==> config.mk <==
export PLATFORM = sky130hd
export DESIGN_NAME = bmp_stream_to_framebuffer_top
export DESIGN_NICKNAME = d
export VERILOG_FILES = /design/src/bsfb_pkg.sv /design/src/bmp_stream_to_framebuffer_top.sv
export SDC_FILE = /design/constraint.sdc
export NUM_CORES = 1
export LEC_CHECK = 0
export BUFFER_PORTS_ARGS = -buffer_cell sky130_fd_sc_hd__buf_2
export CAP_MARGIN = 20
export CORE_MARGIN = 1
export CORE_UTILIZATION = 40
export DETAILED_ROUTE_END_ITERATION = 8
export PLACE_DENSITY = 0.58
export SLEW_MARGIN = 20
export SYNTH_ARGS = -nofsm -noshare
export SYNTH_HDL_FRONTEND = slang
export SYNTH_SLANG_ARGS = --single-unit
==> constraint.sdc <==
create_clock -name aclk -period 6.5 [get_ports aclk]
set_input_delay 1.3 -clock aclk [delete_from_list [all_inputs] [get_ports aclk]]
set_output_delay 1.3 -clock aclk [all_outputs]
set_load 0.02 [all_outputs]
==> src/bsfb_pkg.sv <==
`timescale 1ns / 1ps

package bsfb_pkg;

    localparam int CFG_INDEX_W = 4;
    localparam int CFG_DATA_W  = 16;

    localparam logic [CFG_INDEX_W-1:0] REG_ORIGIN_X = CFG_INDEX_W'(0);
    localparam logic [CFG_INDEX_W-1:0] REG_ORIGIN_Y = CFG_INDEX_W'(1);

    localparam logic [5:0] HDR_BYTES     = 6'd54;
    localparam logic [5:0] OFF_WIDTH_0   = 6'd18;
    localparam logic [5:0] OFF_WIDTH_1   = 6'd19;
    localparam logic [5:0] OFF_WIDTH_2   = 6'd20;
    localparam logic [5:0] OFF_WIDTH_3   = 6'd21;
    localparam logic [5:0] OFF_HEIGHT_0  = 6'd22;
    localparam logic [5:0] OFF_HEIGHT_1  = 6'd23;
    localparam logic [5:0] OFF_HEIGHT_2  = 6'd24;
    localparam logic [5:0] OFF_HEIGHT_3  = 6'd25;
    localparam logic [5:0] OFF_DEPTH_0   = 6'd28;
    localparam logic [5:0] OFF_DEPTH_1   = 6'd29;

    localparam logic [15:0] DEPTH_ALPHA  = 16'd32;

    localparam int PIXEL_X_W = 10;
    localparam int PIXEL_Y_W = 9;
    localparam int COLOR_W   = 32;
    localparam int ADDR_W    = 19;

    typedef struct packed {
        logic [31:0] color;
        logic [30:0] x_off;
        logic [30:0] y_off;
    } pix_t;

endpackage

==> src/bmp_stream_to_framebuffer_top.sv <==
`timescale 1ns / 1ps

// BMP byte stream to framebuffer write stream.
// Input channel (s_): one file byte per transfer; s_file_start marks the first
// byte of a new file and restarts header parsing on that byte.
// Result channel (m_): one framebuffer write per on-screen pixel, with screen
// column, row, color word (B 7:0, G 15:8, R 23:16, A 31:24) and word address.
// Config channel (cfg_): index 0 writes origin_x, index 1 origin_y; other
// indexes are dropped. Write only while no pixel is in flight.
// Throughput: one byte per cycle, sustained, whenever m_ready is high.
// Path: the byte that completes a pixel goes through parse/state update,
// then screen position and clipping, then the address multiply-add into the
// output register, with each step registered.
// Reset: origins return to zero and the block ignores bytes until a file start.
// When the receiver stalls, the output register holds its write and the two
// inner stages keep filling; s_ready drops only once all three are occupied.
module bmp_stream_to_framebuffer_top #(
    parameter int SCREEN_WIDTH  = 800,
    parameter int SCREEN_HEIGHT = 480
) (
    input  logic                              aclk,
    input  logic                              aresetn,

    input  logic                              s_valid,
    output logic                              s_ready,
    input  logic [7:0]                        s_file_byte,
    input  logic                              s_file_start,

    output logic                              m_valid,
    input  logic                              m_ready,
    output logic [bsfb_pkg::PIXEL_X_W-1:0]    m_pixel_x,
    output logic [bsfb_pkg::PIXEL_Y_W-1:0]    m_pixel_y,
    output logic [bsfb_pkg::COLOR_W-1:0]      m_pixel_color,
    output logic [bsfb_pkg::ADDR_W-1:0]       m_word_address,

    input  logic                              cfg_valid,
    output logic                              cfg_ready,
    input  logic [bsfb_pkg::CFG_INDEX_W-1:0]  cfg_index,
    input  logic [bsfb_pkg::CFG_DATA_W-1:0]   cfg_data
);
    import bsfb_pkg::*;

    localparam int XW = $clog2(SCREEN_WIDTH + 1);
    localparam int YW = $clog2(SCREEN_HEIGHT + 1);

    // configuration
    logic signed [15:0] origin_x_reg;
    logic signed [15:0] origin_y_reg;

    // parse state
    logic [5:0]  hdr_off_reg,   hdr_off_next;
    logic [31:0] width_reg,     width_next;
    logic [31:0] height_reg,    height_next;
    logic [15:0] bpp_reg,       bpp_next;
    logic [31:0] col_reg,       col_next;
    logic [31:0] row_reg,       row_next;
    logic [1:0]  bip_reg,       bip_next;
    logic [23:0] partial_reg,   partial_next;
    logic [1:0]  pad_reg,       pad_next;
    logic        done_reg,      done_next;

    // pipeline
    logic        a_valid_reg,   a_valid_next;
    pix_t        a_pix_reg,     a_pix_next;
    logic        b_valid_reg,   b_valid_next;
    logic [XW-1:0] b_x_reg;
    logic [YW-1:0] b_y_reg;
    logic [31:0] b_color_reg;
    logic        m_valid_reg,   m_valid_next;
    logic [XW-1:0] m_x_reg;
    logic [YW-1:0] m_y_reg;
    logic [31:0] m_color_reg;
    logic [ADDR_W-1:0] m_addr_reg;

    logic        out_free, b_free, a_free, accept;
    logic [31:0] aw, ah, col_inc, row_inc;
    logic [1:0]  last_bip;
    logic [23:0] partial_new;
    logic [4:0]  pad_prod;
    logic [1:0]  row_pad;
    logic        pix_fire;
    logic signed [33:0] x_pos, y_pos;
    logic        x_ok, y_ok;
    logic [31:0] addr_full;

    assign out_free = !m_valid_reg || m_ready;
    assign b_free   = !b_valid_reg || out_free;
    assign a_free   = !a_valid_reg || b_free;
    assign s_ready  = a_free;
    assign accept   = s_valid && a_free;
    assign cfg_ready = 1'b1;

    assign aw = width_reg[31]  ? 32'(32'd0 - width_reg)  : width_reg;
    assign ah = height_reg[31] ? 32'(32'd0 - height_reg) : height_reg;
    assign col_inc  = 32'(col_reg + 32'd1);
    assign row_inc  = 32'(row_reg + 32'd1);
    assign last_bip = (bpp_reg == DEPTH_ALPHA) ? 2'd3 : 2'd2;
    assign pad_prod = 5'(aw[4:0] * bpp_reg[4:0]);
    assign row_pad  = 2'(2'd0 - pad_prod[4:3]);

    always_comb begin
        partial_new = partial_reg;
        case (bip_reg)
            2'd0:    partial_new[7:0]   = s_file_byte;
            2'd1:    partial_new[15:8]  = s_file_byte;
            2'd2:    partial_new[23:16] = s_file_byte;
            default: partial_new = partial_reg;
        endcase
    end

    // parse and state update
    always_comb begin
        hdr_off_next = hdr_off_reg;
        width_next   = width_reg;
        height_next  = height_reg;
        bpp_next     = bpp_reg;
        col_next     = col_reg;
        row_next     = row_reg;
        bip_next     = bip_reg;
        partial_next = partial_reg;
        pad_next     = pad_reg;
        done_next    = done_reg;
        pix_fire     = 1'b0;
        a_pix_next   = a_pix_reg;

        if (accept) begin
            if (s_file_start) begin
                hdr_off_next = 6'd1;
                width_next   = '0;
                height_next  = '0;
                bpp_next     = '0;
                col_next     = '0;
                row_next     = '0;
                bip_next     = '0;
                partial_next = '0;
                pad_next     = '0;
                done_next    = 1'b0;
            end else if (!done_reg) begin
                if (hdr_off_reg < HDR_BYTES) begin
                    case (hdr_off_reg)
                        OFF_WIDTH_0:  width_next[7:0]   = s_file_byte;
                        OFF_WIDTH_1:  width_next[15:8]  = s_file_byte;
                        OFF_WIDTH_2:  width_next[23:16] = s_file_byte;
                        OFF_WIDTH_3:  width_next[31:24] = s_file_byte;
                        OFF_HEIGHT_0: height_next[7:0]   = s_file_byte;
                        OFF_HEIGHT_1: height_next[15:8]  = s_file_byte;
                        OFF_HEIGHT_2: height_next[23:16] = s_file_byte;
                        OFF_HEIGHT_3: height_next[31:24] = s_file_byte;
                        OFF_DEPTH_0:  bpp_next[7:0]  = s_file_byte;
                        OFF_DEPTH_1:  bpp_next[15:8] = s_file_byte;
                        default:      hdr_off_next = 6'(hdr_off_reg + 6'd1);
                    endcase
                    hdr_off_next = 6'(hdr_off_reg + 6'd1);
                    if (hdr_off_next == HDR_BYTES &&
                        (width_reg == 32'd0 || height_reg == 32'd0)) begin
                        done_next = 1'b1;
                    end
                end else if (pad_reg != 2'd0) begin
                    pad_next = 2'(pad_reg - 2'd1);
                    if (pad_reg == 2'd1) begin
                        row_next = row_inc;
                        if (row_inc >= ah) begin
                            done_next = 1'b1;
                        end
                    end
                end else if (bip_reg < last_bip) begin
                    partial_next = partial_new;
                    bip_next     = 2'(bip_reg + 2'd1);
                end else begin
                    pix_fire     = 1'b1;
                    bip_next     = '0;
                    partial_next = '0;
                    a_pix_next.color = {(last_bip == 2'd3) ? s_file_byte : 8'd0,
                                        partial_new};
                    if (!width_reg[31] && width_reg != 32'd0) begin
                        a_pix_next.x_off = col_reg[30:0];
                    end else begin
                        a_pix_next.x_off = 31'(aw - 32'd1 - col_reg);
                    end
                    if (height_reg[31]) begin
                        a_pix_next.y_off = row_reg[30:0];
                    end else begin
                        a_pix_next.y_off = 31'(ah - 32'd1 - row_reg);
                    end
                    col_next = col_inc;
                    if (col_inc >= aw) begin
                        col_next = '0;
                        pad_next = row_pad;
                        if (row_pad == 2'd0) begin
                            row_next = row_inc;
                            if (row_inc >= ah) begin
                                done_next = 1'b1;
                            end
                        end
                    end
                end
            end
        end
    end

    // screen position and clipping
    assign x_pos = 34'(origin_x_reg) + $signed({3'd0, a_pix_reg.x_off});
    assign y_pos = 34'(origin_y_reg) + $signed({3'd0, a_pix_reg.y_off});
    assign x_ok  = !x_pos[33] && (x_pos < 34'(SCREEN_WIDTH));
    assign y_ok  = !y_pos[33] && (y_pos < 34'(SCREEN_HEIGHT));

    assign addr_full = 32'(32'(SCREEN_WIDTH) * 32'(b_y_reg) + 32'(b_x_reg));

    always_comb begin
        a_valid_next = a_valid_reg;
        if (accept) begin
            a_valid_next = pix_fire;
        end else if (b_free) begin
            a_valid_next = 1'b0;
        end

        b_valid_next = b_valid_reg;
        if (b_free) begin
            b_valid_next = a_valid_reg && x_ok && y_ok;
        end

        m_valid_next = m_valid_reg;
        if (out_free) begin
            m_valid_next = b_valid_reg;
        end
    end

    always_ff @(posedge aclk) begin
        if (!aresetn) begin
            origin_x_reg <= '0;
            origin_y_reg <= '0;
            hdr_off_reg  <= '0;
            width_reg    <= '0;
            height_reg   <= '0;
            bpp_reg      <= '0;
            col_reg      <= '0;
            row_reg      <= '0;
            bip_reg      <= '0;
            partial_reg  <= '0;
            pad_reg      <= '0;
            done_reg     <= 1'b1;
            a_valid_reg  <= 1'b0;
            b_valid_reg  <= 1'b0;
            m_valid_reg  <= 1'b0;
        end else begin
            if (cfg_valid) begin
                case (cfg_index)
                    REG_ORIGIN_X: origin_x_reg <= $signed(cfg_data);
                    REG_ORIGIN_Y: origin_y_reg <= $signed(cfg_data);
                    default:      origin_x_reg <= origin_x_reg;
                endcase
            end
            hdr_off_reg  <= hdr_off_next;
            width_reg    <= width_next;
            height_reg   <= height_next;
            bpp_reg      <= bpp_next;
            col_reg      <= col_next;
            row_reg      <= row_next;
            bip_reg      <= bip_next;
            partial_reg  <= partial_next;
            pad_reg      <= pad_next;
            done_reg     <= done_next;
            a_valid_reg  <= a_valid_next;
            b_valid_reg  <= b_valid_next;
            m_valid_reg  <= m_valid_next;
        end
    end

    // payload registers
    always_ff @(posedge aclk) begin
        if (accept) begin
            a_pix_reg <= a_pix_next;
        end
        if (b_free) begin
            b_x_reg     <= XW'(x_pos);
            b_y_reg     <= YW'(y_pos);
            b_color_reg <= a_pix_reg.color;
        end
        if (out_free) begin
            m_x_reg     <= b_x_reg;
            m_y_reg     <= b_y_reg;
            m_color_reg <= b_color_reg;
            m_addr_reg  <= addr_full[ADDR_W-1:0];
        end
    end

    assign m_valid        = m_valid_reg;
    assign m_pixel_x      = PIXEL_X_W'(m_x_reg);
    assign m_pixel_y      = PIXEL_Y_W'(m_y_reg);
    assign m_pixel_color  = m_color_reg;
    assign m_word_address = m_addr_reg;

endmodule

==> metrics.txt, run 1 <==
DR DRC count 0; top fanout value on the critical path 16; post-route minimum period 5.74 ns; logic gate share of total power 15.8%; layout cells sized above 1 9.54%; crit path launch type flop; worst slew pin tran 1.02 ns; DRT Pass-1 Iters 6; Worst Path Required 7.04 ns; CP cell instances nor3_1 > nand3_1 > or2_1 > or3_1 > or3_1 > or3_1 > or2_1 > o31ai_1 > xnor2_1 > inv_1 > ha_1 > a21o_1 > a21o_1 > a21o_1 > a21o_1 > a21oi_1 > o21ai_0 > a31o_1 > a41o_1 > a21boi_4 > buf_4 > mux2i_1 > and2_1; H-tree Lvls 2; Lkg Pwr 0.0122 uW; WL final 73600 um; Fin Setup TNS 0 ns; Flop pwr share 41.8%; # IOs 107; switch share 27.8%; Routed met3 length 3470 um; slowest CP cell or3_1; Max Clock Freq 174 MHz; routability congestion estimate 0.931; largest net degree at the start of global routing 120; Starting Density 40.6%; synthesis warning total 0; die width 264 um; Syn Std Cell Area 27400 um^2; synthesized flop and latch total 424; vias after detailed routing 21943; critical path class flop to flop; Yosys cell types 87; clock buffer depth 3; Setup Fix Bufs, Post-CTS 0; WL/cell 18.7 um; Rel. slew slack 32.0%; most frequent CP cell a21o_1; Mapped Nets 3238; Root Buffer clkbuf_16; cts hold-fix bufs 0; global-route usage over all layers 20.9%; port bufs 105; DP Area 28800 um^2; asr flop ratio synth 0%; share of power burned in the clock network 42.4%; ys flop type dfxtp_1; Die Span Y 264 um; max-slew violations 0; Nets 3307; Hold WC Path Type flop to flop; Area Overhead vs Synth 11.5%; vias in the first global route 21352; status finished, final reports clean; routed wl met2 33800 um; power per cell area 227 nW/um^2; DR vias/cell 5.58; final global-route overflow total 0; Internal Power 5010 uW; Core ar. 67500 um^2; CTS buffer count 49; Post-synth EDFFs 210; post-route ant nets 0; final hold violations 0; Top Layer Used met4; CTS tree built; Critical Path Sink Type flop; Clock Latency Late Sink 0.62 ns; post-DP HPWL 56000 um; CTS clock-pin slew for the worst setup and hold paths 0.06 ns; Crit path largest cell delay 0.39 ns; final setup vio count 0; Synth Area per Inst 9.28 um^2; flop-to-flop setup slack 0.76 ns; die footprint 69600 um^2; switching power 1930 uW; initial DRC count 1626; register area share after synthesis 38.7%; Max-Cap Viols 0; clk_skew 0.0367 ns; VDD IR-drop max 0.177 mV; RSZ-0062 raised after global routing false; post-cts resize count 0; first-pass GRT wire length 116000 um; Largest register FFs 94; CTS Sinks 424; Syn Inst Count 2952; CP Data Arrival Time 6.28 ns; Metal-1 WL 34100 um; initial antenna violation count 0; Site Rows 95; Final Cell Area 30600 um^2; period utilization 88.3%
layer usage:
layer,vias to the layer above,track usage [%]
li1,10733,-
met5,-,0
met4,0,7.38
met2,549,34.3
met1,10530,28.1
met3,131,2.65
per-stage QoR:
step | total power [uW] | std cells | util (%) | hold slack [ns] | setup slack (ns)
3_3_place_gp | 4040 | 3843 | 42.7 | 0.401 | 0.964
3_5_place_dp | 4050 | 3843 | 42.7 | 0.405 | 0.796
2_1_floorplan | 3740 | 2952 | - | 0.400 | 0.979
4_1_cts | 7000 | 3934 | 45.3 | 0.417 | 0.733
5_1_grt | 7220 | 3934 | 45.3 | 0.417 | 0.437
6_report | 6940 | 3935 | 45.3 | 0.416 | 0.762
cell families after synthesis:
family          synth area share [%]
simple gates                    15.9
compound gates                  16.0
flops                           38.7
buf+inv                         4.58
fa+ha+maj                       11.8
xor+xnor                        7.54
mux                             5.50
other cells                   0.0137
placed cells by master, fill, tap and decap left out, types with 69 or more instances in the layout:
master,netlist,layout
xor2_1,69,69
edfxtp_1,210,210
a21oi_1,177,177
dfxtp_1,214,213
xnor2_1,167,167
inv_1,206,203
o21ai_0,123,123
ha_1,241,241
mux2i_1,119,119
nor2_1,285,283
nand2_1,199,198
buf_2,8,105
Yosys cell counts, drive strengths merged (20+ instances only):
cell	count	area [um^2]
a21oi	183	961
nand2	199	747
clkbuf	97	364
nand2b	48	300
and2	43	269
o21bai	20	150
edfxtp	210	6310
a31oi	23	144
inv	207	777
o21ai	152	761
xor2	69	604
o31ai	21	158
or3	27	169
nand4	37	231
nor4	21	131
nor3	57	290
a22oi	50	375
dfxtp	214	4280
xnor2	167	1460
o21a	25	188
mux2	28	315
nand3	58	290
mux2i	119	1190
nor2b	32	200
nor2	285	1070
a21o	64	480
ha	241	3020
path summary, 6_finish.rpt:
check / end / cells past startpoint / startpoint
worst max-delay path: row_reg[4] / 23 / width_reg[2]
worst min-delay path: m_pixel_color[2] / 0 / b_color_reg[2]
worst max register to register: row_reg[4] / 23 / width_reg[2]
worst min register to register: m_pixel_color[2] / 0 / b_color_reg[2]
power groups by stage:
stage | combinational [uW] | sequential (uW) | clock, uW
2_1_floorplan | 753 | 2980 | 0
3_3_place_gp | 1080 | 2960 | 0
3_5_place_dp | 1090 | 2960 | 0
4_1_cts | 1090 | 2900 | 3010
5_1_grt | 1200 | 2910 | 3110
6_report | 1100 | 2900 | 2940
worst max-delay path, delay by kind of cell (launching register included):
| family | cells | cell delay (ns) |
|---|---|---|
| simple gates | 8 | 2.29 |
| compound gates | 10 | 1.95 |
| buf+inv | 2 | 0.36 |
| flops | 1 | 0.36 |
| fa+ha+maj | 1 | 0.30 |
| xor+xnor | 1 | 0.21 |
| mux | 1 | 0.21 |
layout make-up:
type | instances | area [um^2]
Antenna cell | 1 | 2.50
Clock buffer | 61 | 1370
Clock inverter | 30 | 353
Fill cell | 6447 | 37000
Inverter | 208 | 787
Multi-Input combinational cell | 2204 | 15600
Sequential cell | 424 | 10600
Tap cell | 873 | 1090
Timing Repair Buffer | 134 | 768
No activity file was read; power rests on OpenSTA's default activity.
==> run 2: changes to the inputs <==
==> constraint.sdc (replaced) <==
create_clock -name aclk -period 6.4 [get_ports aclk]
set_input_delay 1.28 -clock aclk [delete_from_list [all_inputs] [get_ports aclk]]
set_output_delay 1.28 -clock aclk [all_outputs]
set_load 0.02 [all_outputs]
==> run 2 against run 1 <==
Net effect: clock skew fell by 0.014 ns; via count increased by 0.56%; sequential power rose by 2%; worst hold slack got worse by 0.0020 ns.
==> metrics.txt, run 2 (synthesis gave the netlist of run 1 again) <==
status finished, final reports clean; period utilization 89.3%; Worst R2R Path Depth 23; clock buffer depth 3; Largest register FFs 94; Site Rows 95; post-route minimum period 5.72 ns; vias in the first global route 21318; H-tree Lvls 2; clk_skew 0.0224 ns; largest net degree at the start of global routing 79; global-route usage over all layers 20.8%; initial DRC count 1676; worst slew pin tran 1.10 ns; Reg2Reg Capture Point row_reg[10]; final global-route overflow total 0; cts hold-fix bufs 0; crit path launch type flop; port bufs 105; hold_sp a_pix_reg[86]; # IOs 107; post-cts resize count 0; Nets 3309; share of power burned in the clock network 42.5%; Worst Path Required 6.94 ns; layout cells sized above 1 9.41%; Internal Power 5130 uW; CP Data Arrival Time 6.25 ns; Die Span Y 264 um; Max-Cap Viols 0; final hold violations 0; CTS Sinks 424; Flop pwr share 41.7%; Lkg Pwr 0.0123 uW; Rel. slew slack 26.8%; placed insts 3845; Core ar. 67500 um^2; Starting Density 40.6%; most frequent cells in the layout nor2_1, ha_1, dfxtp_1; Setup Fix Bufs, Post-CTS 0; Area Overhead vs Synth 11.6%; Layout Cells excl Fill 3936; flop-to-flop setup slack 0.68 ns; Root Buffer clkbuf_16; switching power 1950 uW; CTS clock-pin slew for the worst setup and hold paths 0.06 ns; RSZ-0062 raised after global routing false; post-DP HPWL 56600 um; first-pass GRT wire length 116000 um; Max Clock Freq 175 MHz; initial antenna violation count 1; Fin Setup TNS 0 ns; post-route ant nets 0; Fill cells 6376; Reg2Reg Launch Point width_reg[2]; Hold WC Path Type flop to flop; die footprint 69600 um^2; power per cell area 231 nW/um^2; Clock Latency Late Sink 0.61 ns; critical path class flop to flop; switch share 27.5%; WL final 73900 um; WL/cell 18.8 um; DR vias/cell 5.61; CTS buffer count 49; most common cell after layout, fill and taps aside nor2_1; VDD IR-drop max 0.175 mV; vias after detailed routing 22066; die width 264 um; Critical Path Sink Type flop; logic gate share of total power 15.8%; top fanout value on the critical path 15; DR DRC count 0; max-slew violations 0; Worst Hold Depth 0; DRT Pass-1 Iters 8; routability congestion estimate 0.916; CTS tree built; final setup vio count 0; hold endpoint b_color_reg[24]
-- run 2: cell count changes in the layout (fill, tap and decap cells not counted), sizes merged --
| cell | change |
|---|---|
| clkinvlp | -4 |
| clkbuf | -3 |
| clkinv | +3 |
| buf | +2 |
| bufinv | +2 |
| inv | +1 |
-- run 2: cell type report --
| cell class | count | area, um^2 | area share (%) |
|---|---|---|---|
| Clock inverter | 32 | 409 | 1.34 |
| Timing Repair Buffer | 136 | 783 | 2.56 |
| Multi-Input combinational cell | 2204 | 15600 | 51.0 |
| Clock buffer | 58 | 1330 | 4.35 |
| Tap cell | 873 | 1090 | 3.57 |
| Inverter | 208 | 787 | 2.57 |
| Sequential cell | 424 | 10600 | 34.6 |
| Antenna cell | 1 | 2.50 | 0.00818 |
-- run 2: critical path, cell delays in order, from the launching register on --
cell and delay, ns:
dfxtp_1 0.36, nor3_1 0.28, nand3_1 0.13, or2_1 0.25, or3_1 0.39, or3_1 0.40, or3_1 0.39, or2_1 0.30
o31ai_1 0.26, xnor2_1 0.22, inv_1 0.08, ha_1 0.29, a21o_1 0.16, a21o_1 0.16, a21o_1 0.17, a21o_1 0.17
a21oi_1 0.14, o21ai_0 0.14, a31o_1 0.24, a41o_1 0.26, a21boi_4 0.23, buf_4 0.27, mux2i_1 0.20, and2_1 0.13
-- run 2: per-layer routing --
layer / share of wire, % / track usage [%] / vias to the layer above
met5: 0 / 0 / -
met4: 2.4 / 5.78 / 0
met3: 4.2 / 2.44 / 103
met2: 47 / 34.8 / 545
met1: 46 / 28.2 / 10689
li1: - / - / 10729
-- run 2: how the worst max path moves through the flow --
stage                              to          from  slack (ns)
after global placement    row_reg[10]  width_reg[2]        0.86
after floorplan            row_reg[0]  width_reg[2]        0.88
after global routing       row_reg[2]  width_reg[2]        0.42
after CTS                 row_reg[10]  width_reg[2]        0.67
after detailed placement  row_reg[10]  width_reg[2]        0.72
final                     row_reg[10]  width_reg[2]        0.68
-- run 2: per-stage QoR --
stage | total power, uW | area, um^2 | util (%) | setup WS (ns) | hold slack, ns
2_1_floorplan | 3790 | 27400 | - | 0.879 | 0.400
3_3_place_gp | 4100 | 28800 | 42.7 | 0.864 | 0.401
3_5_place_dp | 4120 | 28800 | 42.7 | 0.721 | 0.405
4_1_cts | 7130 | 30600 | 45.3 | 0.672 | 0.417
5_1_grt | 7350 | 30600 | 45.3 | 0.420 | 0.422
6_report | 7080 | 30600 | 45.3 | 0.683 | 0.414
-- run 2: power groups by stage --
stage	clock [uW]	sequential [uW]	combinational (uW)
6_report	3010	2950	1120
5_1_grt	3170	2950	1230
4_1_cts	3070	2950	1110
3_5_place_dp	0	3010	1110
3_3_place_gp	0	3010	1090
2_1_floorplan	0	3030	764
